`src/hdl/hmtq_pkg.sv`:
```
// shared types and constants for the min-heap timer queue
// no dependencies
package hmtq_pkg;

  localparam int TIME_BITS   = 32;
  localparam int HANDLE_BITS = 8;
  localparam int DELAY_BITS  = 20;
  localparam int ACTION_BITS = 2;
  localparam int KIND_BITS   = 3;
  localparam int PEND_BITS   = 6;

  typedef enum logic [ACTION_BITS-1:0] {
    ACT_ADD    = 2'd0,
    ACT_CANCEL = 2'd1,
    ACT_TICK   = 2'd2
  } action_t;

  typedef enum logic [KIND_BITS-1:0] {
    KIND_ADD_OK    = 3'd0,
    KIND_ADD_FULL  = 3'd1,
    KIND_CANCEL_OK = 3'd2,
    KIND_FIRED     = 3'd3,
    KIND_DONE      = 3'd4
  } kind_t;

  typedef enum logic [3:0] {
    ST_IDLE,
    ST_UP_RD,
    ST_UP_CMP,
    ST_TK_RD,
    ST_TK_CHK,
    ST_DN_RD,
    ST_DN_SEL,
    ST_DN_CMP,
    ST_TK_FIRE
  } state_t;

  typedef struct packed {
    logic [TIME_BITS-1:0]   expiry;
    logic [HANDLE_BITS-1:0] handle;
  } entry_t;

  typedef struct packed {
    logic [ACTION_BITS-1:0] action;
    logic [HANDLE_BITS-1:0] handle;
    logic [DELAY_BITS-1:0]  delay;
    logic [TIME_BITS-1:0]   now;
  } in_t;

  typedef struct packed {
    logic [KIND_BITS-1:0]   kind;
    logic [HANDLE_BITS-1:0] fired_handle;
    logic [PEND_BITS-1:0]   pending;
    logic                   last;
  } out_t;

endpackage

```
`src/hdl/hmtq_heap_ram.sv`:
```
// heap entry memory: one write port, two registered read ports
// depends on hmtq_pkg
module hmtq_heap_ram #(
  parameter int DEPTH = 32
) (
  input  logic                     clk,
  input  logic                     we,
  input  logic [$clog2(DEPTH)-1:0] wr_addr,
  input  hmtq_pkg::entry_t         wr_data,
  input  logic [$clog2(DEPTH)-1:0] rd_addr_a,
  input  logic [$clog2(DEPTH)-1:0] rd_addr_b,
  output hmtq_pkg::entry_t         rd_data_a,
  output hmtq_pkg::entry_t         rd_data_b
);
  import hmtq_pkg::*;

  entry_t mem [DEPTH];

  always_ff @(posedge clk) begin
    if (we) begin
      mem[wr_addr] <= wr_data;
    end
    rd_data_a <= mem[rd_addr_a];
    rd_data_b <= mem[rd_addr_b];
  end

endmodule

```
`src/hdl/hmtq_cancel.sv`:
```
// per-handle cancel marks, with valid bits so reset clears them at once
// depends on hmtq_pkg
module hmtq_cancel (
  input  logic                             clk,
  input  logic                             rst,
  input  logic                             we,
  input  logic [hmtq_pkg::HANDLE_BITS-1:0] wr_addr,
  input  logic                             wr_data,
  input  logic [hmtq_pkg::HANDLE_BITS-1:0] rd_addr,
  output logic                             rd_data
);
  import hmtq_pkg::*;

  localparam int NUM = 1 << HANDLE_BITS;

  logic           mem [NUM];
  logic [NUM-1:0] vld;
  logic           mark_q;
  logic           vld_q;

  always_ff @(posedge clk) begin
    if (we) begin
      mem[wr_addr] <= wr_data;
    end
    mark_q <= mem[rd_addr];
    vld_q  <= vld[rd_addr];
  end

  always_ff @(posedge clk) begin
    if (rst) begin
      vld <= '0;
    end else if (we) begin
      vld[wr_addr] <= 1'b1;
    end
  end

  // an entry never written reads as not cancelled
  assign rd_data = mark_q & vld_q;

endmodule

```
`src/hdl/min_heap_timer_queue.sv`:
```
// timer queue: a cancel or a rejected add answers in the cycle after accept; an add does
// one parent read and one compare per heap level. a tick reads the root and checks it against
// now; each due entry is popped and the last entry sifted down from the root, with a read of
// both children, a select and a compare per level, all on the single compare unit and memory.
// one item at a time: busy is low again by the cycle of the item's last result.
// synchronous reset empties the heap and clears every cancel mark at once.
module min_heap_timer_queue #(
  parameter int CAPACITY = 32
) (
  input  logic           clk,
  input  logic           rst,
  input  logic           start,
  input  hmtq_pkg::in_t  cmd,
  output logic           busy,
  output logic           strobe,
  output hmtq_pkg::out_t result
);
  import hmtq_pkg::*;

  localparam int IDX_W = $clog2(CAPACITY);
  localparam int CNT_W = $clog2(CAPACITY + 1);
  localparam int CH_W  = IDX_W + 2;

  state_t                 state, state_next;
  logic [CNT_W-1:0]       count, count_next;
  logic [IDX_W-1:0]       pos, pos_next;
  entry_t                 hold_ent, hold_ent_next;
  entry_t                 child_ent, child_ent_next;
  logic [IDX_W-1:0]       child_idx, child_idx_next;
  logic [HANDLE_BITS-1:0] pop_handle, pop_handle_next;
  logic [TIME_BITS-1:0]   now_q, now_q_next;
  logic                   strobe_next;
  out_t                   result_next;

  logic                   ram_we;
  logic [IDX_W-1:0]       ram_wa, ram_ra, ram_rb;
  entry_t                 ram_wd, ram_qa, ram_qb;
  logic                   cm_we, cm_wd, cm_q;
  logic [HANDLE_BITS-1:0] cm_wa, cm_ra;

  logic [TIME_BITS:0]     sum;
  logic [TIME_BITS-1:0]   add_exp;
  logic                   full;
  logic [CNT_W-1:0]       cnt_m1;
  logic [IDX_W-1:0]       par;
  logic [CH_W-1:0]        lchild, rchild, cnt_ext;
  logic [TIME_BITS-1:0]   cmp_a, cmp_b;
  logic                   lt;
  logic                   due;

  hmtq_heap_ram #(.DEPTH(CAPACITY)) u_ram (
    .clk       (clk),
    .we        (ram_we),
    .wr_addr   (ram_wa),
    .wr_data   (ram_wd),
    .rd_addr_a (ram_ra),
    .rd_addr_b (ram_rb),
    .rd_data_a (ram_qa),
    .rd_data_b (ram_qb)
  );

  hmtq_cancel u_cancel (
    .clk     (clk),
    .rst     (rst),
    .we      (cm_we),
    .wr_addr (cm_wa),
    .wr_data (cm_wd),
    .rd_addr (cm_ra),
    .rd_data (cm_q)
  );

  assign busy    = (state != ST_IDLE);
  assign sum     = {1'b0, cmd.now} + (TIME_BITS + 1)'(cmd.delay);
  assign add_exp = sum[TIME_BITS] ? '1 : sum[TIME_BITS-1:0];
  assign full    = (count >= CNT_W'(CAPACITY));
  assign cnt_m1  = count - CNT_W'(1);
  assign par     = (pos - IDX_W'(1)) >> 1;
  assign lchild  = CH_W'({pos, 1'b1});
  assign rchild  = lchild + CH_W'(1);
  assign cnt_ext = CH_W'(count);

  // shared compare unit
  always_comb begin
    case (state)
      ST_TK_CHK: begin
        cmp_a = now_q;
        cmp_b = ram_qa.expiry;
      end
      ST_UP_CMP: begin
        cmp_a = hold_ent.expiry;
        cmp_b = ram_qa.expiry;
      end
      ST_DN_SEL: begin
        cmp_a = ram_qb.expiry;
        cmp_b = ram_qa.expiry;
      end
      default: begin
        cmp_a = child_ent.expiry;
        cmp_b = hold_ent.expiry;
      end
    endcase
  end

  assign lt  = (cmp_a < cmp_b);
  // root expires at or before now
  assign due = (count != '0) && !lt;

  // next state
  always_comb begin
    state_next = state;
    case (state)
      ST_IDLE: begin
        if (start) begin
          case (cmd.action)
            ACT_ADD:    state_next = full ? ST_IDLE : ST_UP_RD;
            ACT_TICK:   state_next = ST_TK_RD;
            default:    state_next = ST_IDLE;
          endcase
        end
      end
      ST_UP_RD:   state_next = (pos == '0) ? ST_IDLE : ST_UP_CMP;
      ST_UP_CMP:  state_next = lt ? ST_UP_RD : ST_IDLE;
      ST_TK_RD:   state_next = ST_TK_CHK;
      ST_TK_CHK: begin
        if (!due) begin
          state_next = ST_IDLE;
        end else if (count == CNT_W'(1)) begin
          state_next = ST_TK_FIRE;
        end else begin
          state_next = ST_DN_RD;
        end
      end
      ST_DN_RD:   state_next = (lchild >= cnt_ext) ? ST_TK_FIRE : ST_DN_SEL;
      ST_DN_SEL:  state_next = ST_DN_CMP;
      ST_DN_CMP:  state_next = lt ? ST_DN_RD : ST_TK_FIRE;
      ST_TK_FIRE: state_next = ST_TK_RD;
      default:    state_next = ST_IDLE;
    endcase
  end

  // memory controls and result
  always_comb begin
    ram_we      = 1'b0;
    ram_wa      = pos;
    ram_wd      = hold_ent;
    ram_ra      = '0;
    ram_rb      = cnt_m1[IDX_W-1:0];
    cm_we       = 1'b0;
    cm_wa       = cmd.handle;
    cm_wd       = 1'b0;
    cm_ra       = pop_handle;
    strobe_next = 1'b0;
    result_next = '0;
    case (state)
      ST_IDLE: begin
        if (start) begin
          case (cmd.action)
            ACT_ADD: begin
              if (full) begin
                strobe_next              = 1'b1;
                result_next.kind         = KIND_ADD_FULL;
                result_next.fired_handle = cmd.handle;
                result_next.pending      = PEND_BITS'(count);
                result_next.last         = 1'b1;
              end else begin
                cm_we = 1'b1;
              end
            end
            ACT_CANCEL: begin
              cm_we                    = 1'b1;
              cm_wd                    = 1'b1;
              strobe_next              = 1'b1;
              result_next.kind         = KIND_CANCEL_OK;
              result_next.fired_handle = cmd.handle;
              result_next.pending      = PEND_BITS'(count);
              result_next.last         = 1'b1;
            end
            default: begin
            end
          endcase
        end
      end
      ST_UP_RD: begin
        if (pos == '0) begin
          ram_we                   = 1'b1;
          strobe_next              = 1'b1;
          result_next.kind         = KIND_ADD_OK;
          result_next.fired_handle = hold_ent.handle;
          result_next.pending      = PEND_BITS'(count);
          result_next.last         = 1'b1;
        end else begin
          ram_ra = par;
        end
      end
      ST_UP_CMP: begin
        ram_we = 1'b1;
        if (lt) begin
          // parent moves down into the hole
          ram_wd = ram_qa;
        end else begin
          strobe_next              = 1'b1;
          result_next.kind         = KIND_ADD_OK;
          result_next.fired_handle = hold_ent.handle;
          result_next.pending      = PEND_BITS'(count);
          result_next.last         = 1'b1;
        end
      end
      ST_TK_CHK: begin
        cm_ra = ram_qa.handle;
        if (!due) begin
          strobe_next         = 1'b1;
          result_next.kind    = KIND_DONE;
          result_next.pending = PEND_BITS'(count);
          result_next.last    = 1'b1;
        end
      end
      ST_DN_RD: begin
        if (lchild >= cnt_ext) begin
          ram_we = 1'b1;
        end else begin
          ram_ra = lchild[IDX_W-1:0];
          ram_rb = rchild[IDX_W-1:0];
        end
      end
      ST_DN_CMP: begin
        ram_we = 1'b1;
        if (lt) begin
          ram_wd = child_ent;
        end
      end
      ST_TK_FIRE: begin
        if (!cm_q) begin
          strobe_next              = 1'b1;
          result_next.kind         = KIND_FIRED;
          result_next.fired_handle = pop_handle;
          result_next.pending      = PEND_BITS'(count);
        end
      end
      default: begin
      end
    endcase
  end

  // datapath registers
  always_comb begin
    count_next      = count;
    pos_next        = pos;
    hold_ent_next   = hold_ent;
    child_ent_next  = child_ent;
    child_idx_next  = child_idx;
    pop_handle_next = pop_handle;
    now_q_next      = now_q;
    case (state)
      ST_IDLE: begin
        if (start && cmd.action == ACT_ADD && !full) begin
          hold_ent_next.expiry = add_exp;
          hold_ent_next.handle = cmd.handle;
          pos_next             = count[IDX_W-1:0];
          count_next           = count + CNT_W'(1);
        end
        if (start && cmd.action == ACT_TICK) begin
          now_q_next = cmd.now;
        end
      end
      ST_UP_CMP: begin
        if (lt) begin
          pos_next = par;
        end
      end
      ST_TK_CHK: begin
        if (due) begin
          // last entry becomes the one to sift down from the root
          pop_handle_next = ram_qa.handle;
          count_next      = cnt_m1;
          hold_ent_next   = ram_qb;
          pos_next        = '0;
        end
      end
      ST_DN_SEL: begin
        if (rchild < cnt_ext && lt) begin
          child_ent_next = ram_qb;
          child_idx_next = rchild[IDX_W-1:0];
        end else begin
          child_ent_next = ram_qa;
          child_idx_next = lchild[IDX_W-1:0];
        end
      end
      ST_DN_CMP: begin
        if (lt) begin
          pos_next = child_idx;
        end
      end
      default: begin
      end
    endcase
  end

  always_ff @(posedge clk) begin
    if (rst) begin
      state  <= ST_IDLE;
      count  <= '0;
      strobe <= 1'b0;
    end else begin
      state  <= state_next;
      count  <= count_next;
      strobe <= strobe_next;
    end
  end

  always_ff @(posedge clk) begin
    pos        <= pos_next;
    hold_ent   <= hold_ent_next;
    child_ent  <= child_ent_next;
    child_idx  <= child_idx_next;
    pop_handle <= pop_handle_next;
    now_q      <= now_q_next;
    result     <= result_next;
  end

endmodule

```
`config.mk`:
```
export PLATFORM = sky130hd
export DESIGN_NAME = min_heap_timer_queue
export DESIGN_NICKNAME = d
export VERILOG_FILES = /design/src/hdl/hmtq_pkg.sv /design/src/hdl/hmtq_heap_ram.sv /design/src/hdl/hmtq_cancel.sv /design/src/hdl/min_heap_timer_queue.sv
export SDC_FILE = /design/constraint.sdc
export NUM_CORES = 2
export LEC_CHECK = 0
export ABC_AREA = 1
export BUFFER_PORTS_ARGS = -buffer_cell sky130_fd_sc_hd__buf_2
export CELL_PAD_IN_SITES_DETAIL_PLACEMENT = 1
export CELL_PAD_IN_SITES_GLOBAL_PLACEMENT = 1
export CORE_MARGIN = 1.5
export CORE_UTILIZATION = 40
export DETAILED_ROUTE_END_ITERATION = 10
export GPL_TIMING_DRIVEN = 0
export HOLD_SLACK_MARGIN = 0.02
export PLACE_DENSITY_LB_ADDON = 0.1
export SKIP_LAST_GASP = 1
export SLEW_MARGIN = 10
export SYNTH_ARGS = -nofsm -noshare
export SYNTH_HDL_FRONTEND = slang
export SYNTH_SLANG_ARGS = --single-unit
```
`constraint.sdc`:
```
create_clock -name clk -period 8 [get_ports clk]
set_clock_uncertainty 0.2 [all_clocks]
set_input_delay 0.8 -clock clk [delete_from_list [all_inputs] [get_ports clk]]
set_output_delay 0.8 -clock clk [all_outputs]
set_load 0.1 [all_outputs]
```
* Yosys cells after proc, flatten, opt, wreduce, memory -nomap -nowiden
Memories as Yosys holds them, arrays and structs flattened. A register that Yosys moved wholly into a read port is not among the register bits. Cells that the tools add are included.
Storage, ports and cells: memories kept 2, output and inout bits 20, bits in writable memories 1536, register bits after elaboration 416, input bits 65, word-level logic and storage cells 143
Cells by class: muxes and demuxes 72, bitwise operators 2, reduce and logical (&&, ||, !) cells 21, $add $sub $neg 5, $lt $le $gt $ge 7, equal/unequal tests 16
Memory list:
- u_ram.mem | depth 32, bits a word 40, rd ports 2, clocked after memory_dff 2, write ports 1, RTL line hmtq_heap_ram.sv:17 | entry_t mem [DEPTH];
- u_cancel.mem | depth 256, bits a word 1, rd ports 1, clocked after memory_dff 1, write ports 1, RTL line hmtq_cancel.sv:16 | logic mem [NUM];
Operators by type and width (count):
- $or A256 B256 Y256 | 1
- $mux W40 | 5
- $pmux W40 S2 | 2
- $pmux W32 S3 | 1
- $mux W32 | 2
- $mux W5 | 8
- $pmux W4 S9 | 1
- $pmux W17 S2 | 1
- $add A32 B20 Y33 | 1
- $lt A32 B32 Y1 | 1
- $mux W16 | 2
- $pmux W8 S4 | 1
- $mux W15 | 2
- $pmux W6 S5 | 1
- $mux W4 | 6
- $mux W1 | 21
- $pmux W5 S4 | 1
- $lt A8 B9 Y1 const B | 2
- $mux W17 | 1
- $eq A4 B3 Y1 const B | 4
- $pmux W3 S5 | 1
- $mux W6 | 2
- $pmux W6 S2 | 1
- $ne A2 B2 Y1 const B | 5
- 40 further kinds | 50

* Longest topological paths before layout
depth after elaboration 8, depth in mapped cells 27, mapped depth without buffers 25

* Hierarchy
A second synthesis with hierarchy kept.
Second synthesis, totals: cells, all modules 11529, area total of the unflattened synthesis 99116.3 um^2
By module, submodules not included:
- hmtq_heap_ram | area an instance 66222.3 um^2, seq. area each 40038.4 um^2, instances 1, cells an instance 7485
- hmtq_cancel | area an instance 21867.2 um^2, seq. area each 12852.3 um^2, instances 1, cells an instance 2629
- min_heap_timer_queue | area an instance 11026.8 um^2, seq. area each 4484.3 um^2, instances 1, cells an instance 1415

* Least setup slack after synthesis
OpenSTA, ideal clock, no wires.
path kind reg-to-reg, start reg state[0], end mem u_cancel.mem[0] (data pin), path buffers 0, library setup time 1.389 ns, clock period less this slack 8.818 ns, path slack -0.818 ns, required time 6.411 ns, stages on the path, launching flop included 8, data arrival time 7.228 ns, path through dfxtp_1 -> inv_2 -> nand2_1 -> nor2_4 -> inv_2 -> nor3_2 -> inv_1 -> nor2_1
On the way: longest elaborated chain between the ends 2
Ends and longest elaborated chain:
- start, declared | RTL line min_heap_timer_queue.sv:24 | state_t state, state_next;
- start signal, assigned | RTL line min_heap_timer_queue.sv:304 | state <= state_next;
- $logic_not A4 Y1 | RTL line min_heap_timer_queue.sv:154 | case (state)
- $mux W1 | RTL line min_heap_timer_queue.sv:154
- via cm_wd | RTL line min_heap_timer_queue.sv:38 | logic cm_we, cm_wd, cm_q;
- end, declared | RTL line hmtq_cancel.sv:16
The timed path passes the listed nets, and every way through them passes these cells.

==> metrics <==
clk buf depth=4; status=completed; Max-cap violations=0; WP data arrival=8.07 ns; hold_buf cts=36; Die X=501.5 um; Final GP Congestion=0.9990; ranking of synthesized cells by area=edfxtp_1, nand2_1, dfxtp_1; CTS sink cnt=2033; final net count=11.83k; Post-CTS Resized=0; Clock H-tree levels=4; initial DRC count=11.76k; initial antenna violation count=64; DP Worst Slack=0.5732 ns; post-synth top area share=50.32%; total gr overflow=0; final setup margin=0.3767 ns; Post-Syn Area per Cell=8.942 um2; largest net degree at the start of global routing=42; vias per cell=5.980; Yosys cell types=55; GRT Overall Usage=38.43%; leakage dissipation=44.03 nW; Die Height=501.5 um; I/O Pins=85; row count=182; post-CTS setup buffer count=0; Least-Margin Pin Slew=1.459 ns; port bufs=83; largest area contributor in the netlist=edfxtp_1; fin crit share=95.29%; WL met3=48.11 mm; HP Class=in2reg; crit-path max FO=10; max layer used=met5; Inserted Clock Buffers=238; vias in the first global route=91.05k; Layout area overhead=16.39%; Worst-path clk slew=0.06 ns; CTS tree=done; synthesized area=99420 um2; minimum clock period=7.623 ns; WL final=493.0 mm; startpoint type of the worst setup path=flop; #FFs+latches synth=2033; Final Slew Violations=0; wire length on met1=199.9 mm; Max VDD drop=0.0001920 V; starting density of the core=40.31%; placed cells=14.73k; Setup-failing EPs final=0; routed length per placed instance=32.34 um; core area=246600 um2; Residual DRC=0; RSZ-0062 raised after global routing=no; crit end category=flop; Setup Crit Path Kind=reg2reg; first-pass GRT wire length=680.3 mm; final std cells w/o fill=15.24k; Mapped Nets=11.25k; Final ANT Viol Nets=0; WHS=0.07973 ns; CTS Root Cell=clkbuf_16; die area=251500 um2; Post-synth top flop=edfxtp_1; share of layout cells above drive strength 1=9.553%; Critical Path RT=8.44 ns; met2 WL=215.4 mm; asr flop ratio synth=0%; Syn Inst Count=11.12k; drt first pass iters=6; register area share after synthesis=57.71%; detailed placement HPWL=363.4 mm; Post-synth EDFFs=1666; fmax=0.1312 GHz; later-pin clock latency in the skew report=0.96 ns; Yosys warning total=0; Slew HR=2.740%; PD cells=224.5 nW/um2; Hold Vio Cnt, Final=0; Via Count=91.15k
layout by cell type (no fill, tap or decap), types with 23 or more instances in the layout:
| master | count |
|---|---|
| nand2_1 | 2899 |
| edfxtp_1 | 1666 |
| nand3_1 | 1284 |
| nor2_1 | 991 |
| inv_1 | 948 |
| o21ai_0 | 925 |
| o211ai_1 | 652 |
| clkbuf_1 | 401 |
| buf_2 | 398 |
| dfxtp_1 | 367 |
| clkbuf_16 | 245 |
| buf_4 | 126 |
| o21bai_1 | 100 |
| a21oi_1 | 88 |
| ha_1 | 69 |
| buf_12 | 61 |
| clkinv_2 | 55 |
| o22ai_1 | 48 |
| nor2_4 | 41 |
| diode_2 | 39 |
| clkinv_1 | 37 |
| o21ai_1 | 37 |
| dlygate4sd3_1 | 36 |
| buf_1 | 33 |
| a22oi_1 | 27 |
| buf_16 | 27 |
| o221ai_1 | 25 |
| xor2_1 | 24 |
| clkbuf_2 | 24 |
| clkbuf_8 | 24 |
| nand4_1 | 23 |
worst max-delay path: stages (launching register included):
cell	delay, ns
dfxtp_1	0.40
inv_2	0.08
nor2_4	0.12
nand2_2	0.10
nand2_1	0.19
buf_1	0.70
clkbuf_1	0.59
a21oi_1	0.16
ha_1	0.29
nand2_1	0.06
inv_1	0.06
nand3_1	0.07
a31oi_1	0.14
a2111oi_0	0.99
nand2_1	0.43
a21boi_4	0.56
nand2_2	0.37
inv_2	0.32
buf_4	0.26
o211ai_1	0.33
buf_8	0.29
buf_4	0.19
buf_4	0.18
buf_4	0.19
stage by stage:
step                area [um2]  TNS [ns]  power, mW  util, %
detailed placement      107500         0      14.90    43.59
finish                  115700         0      25.98    46.92
floorplan                99420         0      13.29        -
global placement        104000  -2091.23      14.74    42.16
global route            115600         0      26.46    46.89
CTS                     115600         0      25.87    46.88
logic make-up (layout without fill, tap and decap cells):
logic type	count (synthesis)	count (layout)	share of synthesized area, %
buffers and inverters	1735	2509	7.092
muxes	7	7	0.07048
AOI/OAI and AO/OA	1954	1954	12.13
xor gates and xnor gates	37	37	0.3260
DFF	2033	2033	57.71
other	0	39	0
and+or+nand+nor	5282	5282	21.78
adders and majority gates	70	70	0.8885
path summary, 6_finish.rpt:
check | endpoint | slack [ns] | start | depth (start not counted)
setup / recovery | u_ram.mem[5][17]$_DFFE_PP_ | 0.38 | state[1]$_SDFFE_PP0P_ | 23
hold / removal | now_q[20]$_DFFE_PP_ | 0.08 | cmd[20] | 1
setup reg to reg | u_ram.mem[5][17]$_DFFE_PP_ | 0.38 | state[1]$_SDFFE_PP0P_ | 23
hold reg to reg | u_cancel.vld[201]$_SDFFE_PP0P_ | 0.26 | u_cancel.vld[201]$_SDFFE_PP0P_ | 2
state kept, by name, indices dropped and copies added (netlist names), 6 cells and up:
register         count
pop_handle           8
u_ram.rd_data_b     40
child_ent           40
u_cancel.vld       256
u_ram.rd_data_a     40
u_ram.mem         1280
u_cancel.mem       256
now_q               32
hold_ent            40
count                6
result              18
cell usage after synthesis, types with 3 or more instances:
cell,count
a211oi_1,7
a21o_1,4
a21oi_1,88
a22oi_1,27
a31oi_1,10
buf_1,33
buf_2,315
buf_4,34
clkbuf_1,380
dfxtp_1,367
edfxtp_1,1666
ha_1,69
inv_1,950
inv_2,18
mux2i_1,7
nand2_1,2900
nand2_2,8
nand3_1,1292
nand4_1,23
nor2_1,1026
nor2_2,3
nor2_4,6
nor3_1,9
nor3_2,5
nor4_1,4
o2111ai_1,10
o211ai_1,652
o21ai_0,925
o21ai_1,39
o21ai_2,6
o21bai_1,100
o221ai_1,25
o22ai_1,48
xnor2_1,13
xor2_1,24
cell type report:
class                           instances  area, um2
Clock buffer                          313       6626
Sequential cell                      2033      57380
Tap cell                             3312       4144
Inverter                              970       3641
Timing Repair Buffer                  336       3923
Buffer                                765       3438
Antenna cell                           39      97.59
Clock inverter                        125       1134
Fill cell                           28400     130900
Multi-Input combinational cell       7350      35340
metal layers:
metal  global-route usage (%)  vias up
met1                    51.45    45860
li1                         -    39170
met3                    7.763     1162
met5                   0.1351        -
met2                    58.42     4929
met4                    20.64       30
power by group:
part           internal [mW]  switching (mW)
registers               11.6           0.112
logic                  0.700            2.39
clock network           6.43            4.72
Power figures use the tool's default switching activity.
